===== config.mk =====
export PLATFORM = sky130hd
export DESIGN_NAME = lcsp_ctrl
export DESIGN_NICKNAME = d
export VERILOG_FILES = /design/src/sv/lcs_permutation_via_lis_assert.svh /design/src/sv/lcsp_pkg.sv /design/src/sv/lcsp_ctrl.sv
export SDC_FILE = /design/constraint.sdc
export NUM_CORES = 1
export LEC_CHECK = 0
export ABC_CLOCK_PERIOD_IN_PS = 2300
export BUFFER_PORTS_ARGS = -buffer_cell sky130_fd_sc_hd__buf_4
export CORE_AREA = 4 4 41 43
export DETAILED_ROUTE_END_ITERATION = 16
export DIE_AREA = 0 0 45 47
export GPL_TIMING_DRIVEN = 0
export HOLD_SLACK_MARGIN = 0.05
export PLACE_DENSITY = 0.73
export SETUP_SLACK_MARGIN = 0.05
export SLEW_MARGIN = 20
export SYNTH_ARGS = -nofsm -noshare
export SYNTH_HDL_FRONTEND = slang
export SYNTH_SLANG_ARGS = --single-unit

===== constraint.sdc =====
create_clock -name clk -period 2.3 [get_ports clk]
set_input_delay 0.115 -clock clk [delete_from_list [all_inputs] [get_ports clk]]
set_output_delay 0.115 -clock clk [all_outputs]
set_load 0.1 [all_outputs]

===== src/sv/lcs_permutation_via_lis_assert.svh =====
// assertion macros shared by the lcs permutation block
`ifndef LCS_PERMUTATION_VIA_LIS_ASSERT_SVH
`define LCS_PERMUTATION_VIA_LIS_ASSERT_SVH

// condition that holds at every clock edge out of reset
`define LCSP_ASSERT_NOW(lbl, cond, msg) \
    lbl: assert property (@(posedge clk) disable iff (!rst_n) (cond)) else $error(msg);

// consequence that holds in the cycle after the antecedent
`define LCSP_ASSERT_NEXT(lbl, ante, cons, msg) \
    lbl: assert property (@(posedge clk) disable iff (!rst_n) (ante) |=> (cons)) else $error(msg);

`endif


===== src/sv/lcsp_pkg.sv =====
// shared widths, constants and controller/datapath interface types
package lcsp_pkg;

    localparam int VALUE_W = 11;
    localparam int LEN_W   = 11;
    localparam int EPOCH_W = 4;

    localparam logic [EPOCH_W-1:0] EPOCH_FIRST = 4'd1;
    localparam logic [EPOCH_W-1:0] EPOCH_LAST  = 4'd15;

    localparam logic MODE_LOAD   = 1'b0;
    localparam logic MODE_STREAM = 1'b1;

    typedef struct packed {
        logic capture;
        logic load_wr;
        logic pos_top;
        logic extend;
        logic search;
        logic search_init;
        logic replace;
        logic finish;
        logic clear_step;
    } cmd_t;

    typedef struct packed {
        logic is_load;
        logic last;
        logic map_hit;
        logic top_lt;
        logic search_more;
        logic repl_lt;
        logic out_free;
        logic wrap;
        logic clear_done;
    } sts_t;

endpackage


===== src/sv/lcsp_ctrl.sv =====
// controller state machine sequencing load, search, result and clear
module lcsp_ctrl import lcsp_pkg::*; (
    input  logic clk,
    input  logic rst_n,
    input  logic in_valid,
    output logic in_ready,
    input  sts_t sts,
    output cmd_t cmd
);

    typedef enum logic [6:0] {
        S_IDLE  = 7'b0000001,
        S_POS   = 7'b0000010,
        S_TOP   = 7'b0000100,
        S_PROBE = 7'b0001000,
        S_FINAL = 7'b0010000,
        S_DONE  = 7'b0100000,
        S_CLEAR = 7'b1000000
    } state_t;

    state_t state_reg;
    state_t state_next;

    always_comb
    begin
        cmd        = '0;
        in_ready   = 1'b0;
        state_next = state_reg;
        case (state_reg)
            S_IDLE:
            begin
                in_ready = 1'b1;
                if (in_valid)
                begin
                    cmd.capture = 1'b1;
                    state_next  = S_POS;
                end
            end
            S_POS:
            begin
                if (sts.is_load)
                begin
                    cmd.load_wr = 1'b1;
                    state_next  = S_DONE;
                end
                else if (sts.map_hit)
                begin
                    cmd.pos_top = 1'b1;
                    state_next  = S_TOP;
                end
                else
                begin
                    state_next = S_DONE;
                end
            end
            S_TOP:
            begin
                if (sts.top_lt)
                begin
                    cmd.extend = 1'b1;
                    state_next = S_DONE;
                end
                else
                begin
                    cmd.search      = 1'b1;
                    cmd.search_init = 1'b1;
                    state_next      = sts.search_more ? S_PROBE : S_FINAL;
                end
            end
            S_PROBE:
            begin
                cmd.search = 1'b1;
                state_next = sts.search_more ? S_PROBE : S_FINAL;
            end
            S_FINAL:
            begin
                cmd.replace = sts.repl_lt;
                state_next  = S_DONE;
            end
            S_DONE:
            begin
                if (!sts.last)
                begin
                    state_next = S_IDLE;
                end
                else if (sts.out_free)
                begin
                    cmd.finish = 1'b1;
                    state_next = sts.wrap ? S_CLEAR : S_IDLE;
                end
            end
            S_CLEAR:
            begin
                cmd.clear_step = 1'b1;
                if (sts.clear_done)
                begin
                    state_next = S_IDLE;
                end
            end
            default:
            begin
                state_next = S_IDLE;
            end
        endcase
    end

    always_ff @(posedge clk or negedge rst_n)
    begin
        if (!rst_n)
        begin
            state_reg <= S_CLEAR;
        end
        else
        begin
            state_reg <= state_next;
        end
    end

endmodule


Word level (Yosys, flattened, before mapping)
Cells that the tools add are included.
{"block": "word_totals", "register_bits": 7, "in_bits": 12, "output_inout_bits": 10, "wordCells": 39}
{"block": "op_classes", "eq_ne": 10, "mux": 27, "n_reduce_logical": 1}
{"cell": "$pmux 7 s7", "n": 1}
{"cell": "$mux 7", "n": 6}
{"cell": "$mux 1", "n": 14}
{"cell": "$mux 6", "n": 2}
{"cell": "$eq 7x1->1 const B", "n": 1}
{"cell": "$eq 7x2->1 const B", "n": 1}
{"cell": "$eq 7x3->1 const B", "n": 1}
{"cell": "$eq 7x4->1 const B", "n": 1}
{"cell": "$eq 7x5->1 const B", "n": 1}
{"cell": "$eq 7x6->1 const B", "n": 1}
{"cell": "$eq 7x7->1 const B", "n": 1}
{"cell": "$mux 5", "n": 1}
{"cell": "$mux 2", "n": 2}
{"cell": "$ne 2x2->1 const B", "n": 2}
{"cell": "$ne 3x3->1 const B", "n": 1}
{"cell": "$reduce_and 3->1", "n": 1}
{"cell": "$pmux 1 s2", "n": 1}

Longest topological paths before layout
{"block": "logic_depth", "ltp_word": 4, "depth_mapped": 4}

Least setup slack after synthesis
No wires, ideal clock.
{"block": "synth_path", "path_type": "register to output", "startpoint": "register state_reg[2]", "endpoint": "output cmd[6] in the netlist's numbering", "arrival_time_ns": 3.525, "setup_slack_ns": -1.340, "path_stages_with_launch": 4, "path_cell_list": "dfrtp_1 > or4_4 > nor4b_4 > nor3b_1"}
{"element": "from (decl)", "line_no": "lcsp_ctrl.sv:21", "source": "state_t state_reg;"}
{"element": "from (signal assigned)", "line_no": "lcsp_ctrl.sv:115", "source": "state_reg <= state_next;"}
{"element": "to (decl)", "line_no": "lcsp_ctrl.sv:8", "source": "output cmd_t cmd"}

==> results.sh <==
export IMPL_clkTransAtPathRegs_ns=0.05
export IMPL_wl_per_cell_um=12.8
export IMPL_antenna_found_initial=0
export IMPL_port_buffers=21
export IMPL_post_route_util_pct=65.3
export IMPL_critPathKind="reg -> out"
export IMPL_die_w_um=45
export IMPL_initial_core_util_pct=41.1
export IMPL_cts_root_buf="clkbuf_4"
export IMPL_p_total_mw=0.811
export IMPL_largest_reg_flops=7
export IMPL_ant_nets=0
export IMPL_nFillCells=109
export IMPL_grt_max_degree=9
export IMPL_layout_nets=104
export IMPL_grt_setup_unrepaired="true"
export IMPL_setup_tns_ns=0
export IMPL_clk_latency_ns=0.25
export IMPL_fin_cells=106
export IMPL_dieArea_um2=2120
export IMPL_fin_crit_sh_pct=94.5
export IMPL_crit_fanout=5
export IMPL_setup_viol=0
export IMPL_hold_depth=3
export IMPL_hold_class="in -> reg"
export IMPL_cts_sinks=7
export IMPL_synth_avg_cell_area_um2=9.54
export IMPL_finalWirelength_mm=1.36
export IMPL_hpwl_mm=1.02
export IMPL_cts_path_max_buffers=2
export IMPL_area_growth_pct=59.0
export IMPL_slew_viol_final=0
export IMPL_cts_tree="done"
export IMPL_gp_congestion=0.724
export IMPL_drive_gt1_share_pct=49.5
export IMPL_reg2regPathDepth=5
export IMPL_powerDensity_nw_per_um2=955
export IMPL_ys_seq_area_share_pct=33.0
export IMPL_vias=545
export IMPL_grt_pass1_vias=529
export IMPL_status="finished, final reports clean"
export IMPL_die_y_um=47
export IMPL_peakVddDrop_mv=0.723
export IMPL_grt_pass1_wl_mm=2.21
export IMPL_rows=13
export IMPL_critPathLaunchType="register"
export IMPL_coreArea_um2=1300
export IMPL_clock_fmax_mhz=460
export IMPL_endpoint_kind="output port"
export IMPL_p_leak_nw=0.399
export IMPL_timing_hold_ws_ns=0.0964
export IMPL_mappedNetlistArea_um2=534
export IMPL_drv_cap=0
export IMPL_viasPerCell=5.14
export IMPL_grt_usage_pct=15.3
export IMPL_worst_slew_margin_rel_pct=77.0
export IMPL_arrival_ns=2.06
export IMPL_ioPinCount=22
export IMPL_ys_ff_latch=7
export IMPL_post_route_drc_count=0
export IMPL_yosys_cell_types_count=31
export IMPL_crit_required_ns=2.18
export IMPL_yosysWarnings=0
export IMPL_final_hold_viol_count=0
export IMPL_placedCellCount=92
export IMPL_tightest_slew_ns=0.341
export IMPL_dr_first_iter_drc_count=3
export IMPL_cts_buffers=3
export IMPL_grt_ovfl_total=0
export IMPL_period_needed_ns=2.17
export IMPL_n_antenna_cell=0
export IMPL_clock_skew_ns=0.00312
export IMPL_htreeDepth=1
export IMPL_dr_pass1_iters=3
export IMPL_synthCells=56
export IMPL_syn_nets=68
routing by layer:
layer | track usage, % | wire length, um | part of all wire (%)
met4 | 12.3 | 45 | 3.3
met1 | 18.9 | 611 | 45
met3 | 3.45 | 68 | 5.0
met2 | 22.9 | 632 | 47
met5 | 0 | 0 | 0
synthesized netlist by cell type:
| master | number | area (um^2) |
|---|---|---|
| nor4b_4 | 1 | 23.8 |
| nor3b_1 | 3 | 22.5 |
| a221oi_1 | 1 | 8.76 |
| a211oi_1 | 1 | 7.51 |
| o31ai_1 | 1 | 7.51 |
| nand4b_1 | 1 | 8.76 |
| nand2b_1 | 2 | 12.5 |
| and3b_1 | 1 | 8.76 |
| o211ai_1 | 1 | 7.51 |
| nand3b_1 | 1 | 7.51 |
| dfstp_2 | 1 | 26.3 |
| nor4_1 | 1 | 6.26 |
| or4_4 | 1 | 11.3 |
| xor2_1 | 1 | 8.76 |
| nor2b_1 | 3 | 18.8 |
| and3_1 | 3 | 18.8 |
| nor3_1 | 2 | 10.0 |
| a211oi_2 | 1 | 12.5 |
| dfrtp_1 | 6 | 150 |
| inv_1 | 3 | 11.3 |
| nor2_1 | 2 | 7.51 |
| nand2_1 | 2 | 7.51 |
| nor4b_1 | 2 | 17.5 |
| o21ai_1 | 1 | 5.00 |
| nor4_2 | 2 | 25.0 |
| nor2b_2 | 1 | 8.76 |
| a21oi_1 | 1 | 5.00 |
| nor3_2 | 1 | 10.0 |
| and2_1 | 6 | 37.5 |
| o21ai_0 | 2 | 10.0 |
| or3_4 | 1 | 11.3 |
final timing paths:
kind | start | endpoint | slack (ns)
worst max-delay path | state_reg[3]$_DFFE_PN0P_ | cmd[6] | 0.13
worst min register to register | state_reg[6]$_DFFE_PN1P_ | state_reg[6]$_DFFE_PN1P_ | 0.62
max in group asynchronous | rst_n | state_reg[6]$_DFFE_PN1P_ | 1.88
worst max register to register | state_reg[3]$_DFFE_PN0P_ | state_reg[0]$_DFFE_PN0P_ | 0.58
worst min-delay path | sts[2] | state_reg[6]$_DFFE_PN1P_ | 0.1
min in group asynchronous | rst_n | state_reg[1]$_DFFE_PN0P_ | 0.21
report_power, final:
part	leakage [nW]	total [mW]	internal, mW	switching [mW]
Sequential	0.0851	0.184	0.147	0.0368
Clock	0.0150	0.110	0.0661	0.0440
Combinational	0.299	0.517	0.187	0.330
cell families (layout without fill, tap and decap cells):
| family | Yosys count | after routing | share of synthesized area, % |
|---|---|---|---|
| AOI/OAI and AO/OA | 9 | 9 | 11.9 |
| xor gates and xnor gates | 1 | 1 | 1.64 |
| buffers and inverters | 3 | 38 | 2.11 |
| DFF | 7 | 7 | 33.0 |
| and+or+nand+nor | 36 | 36 | 51.3 |
per-stage QoR:
stage	setup slack, ns	cell area [um^2]
3_3_place_gp	0.304	733
4_1_cts	0.0570	793
5_1_grt	0.0233	850
6_report	0.127	850
3_5_place_dp	0.304	733
2_1_floorplan	-0.361	557
layout make-up:
| class | count | area, um^2 | area share, % |
|---|---|---|---|
| inverter | 3 | 11.3 | 1.33 |
| tap | 15 | 18.8 | 2.21 |
| multi-input combinational | 46 | 369 | 43.4 |
| sequential | 7 | 180 | 21.2 |
| timing repair buffer | 31 | 244 | 28.7 |
| clock buffer | 4 | 26.3 | 3.09 |
critical path: stages (launching register included):
cell and delay (ns):
dfrtp_2 0.43, or4_4 0.57, nor4b_4 0.34, nor3b_2 0.23, buf_6 0.25
timing repair:
action | CTS | global route
setup buffers | 0 | 7
pin swaps | 0 | 2
gates resized for setup | 1 | 3
endpoints found under the hold margin | 9 | 0
hold buffers | 3 | 0
setup endpoints to repair | 1 | 2
layout by cell type, fill, tap and decap left out, types with 2 or more instances in the layout:
cell type | netlist | layout
nor4b_1 | 2 | 2
dfrtp_1 | 6 | 3
dlygate4sd3_1 | 0 | 3
nand2b_1 | 2 | 2
and3_1 | 3 | 3
inv_1 | 3 | 3
o21ai_0 | 2 | 2
nor2_1 | 2 | 2
and2_1 | 6 | 5
clkbuf_4 | 0 | 3
nor2b_1 | 3 | 3
dfrtp_2 | 0 | 3
nor3_1 | 2 | 2
nand2_1 | 2 | 2
nor3b_1 | 3 | 2
buf_4 | 0 | 27
Note: power is estimated with default switching activity, not from simulation.
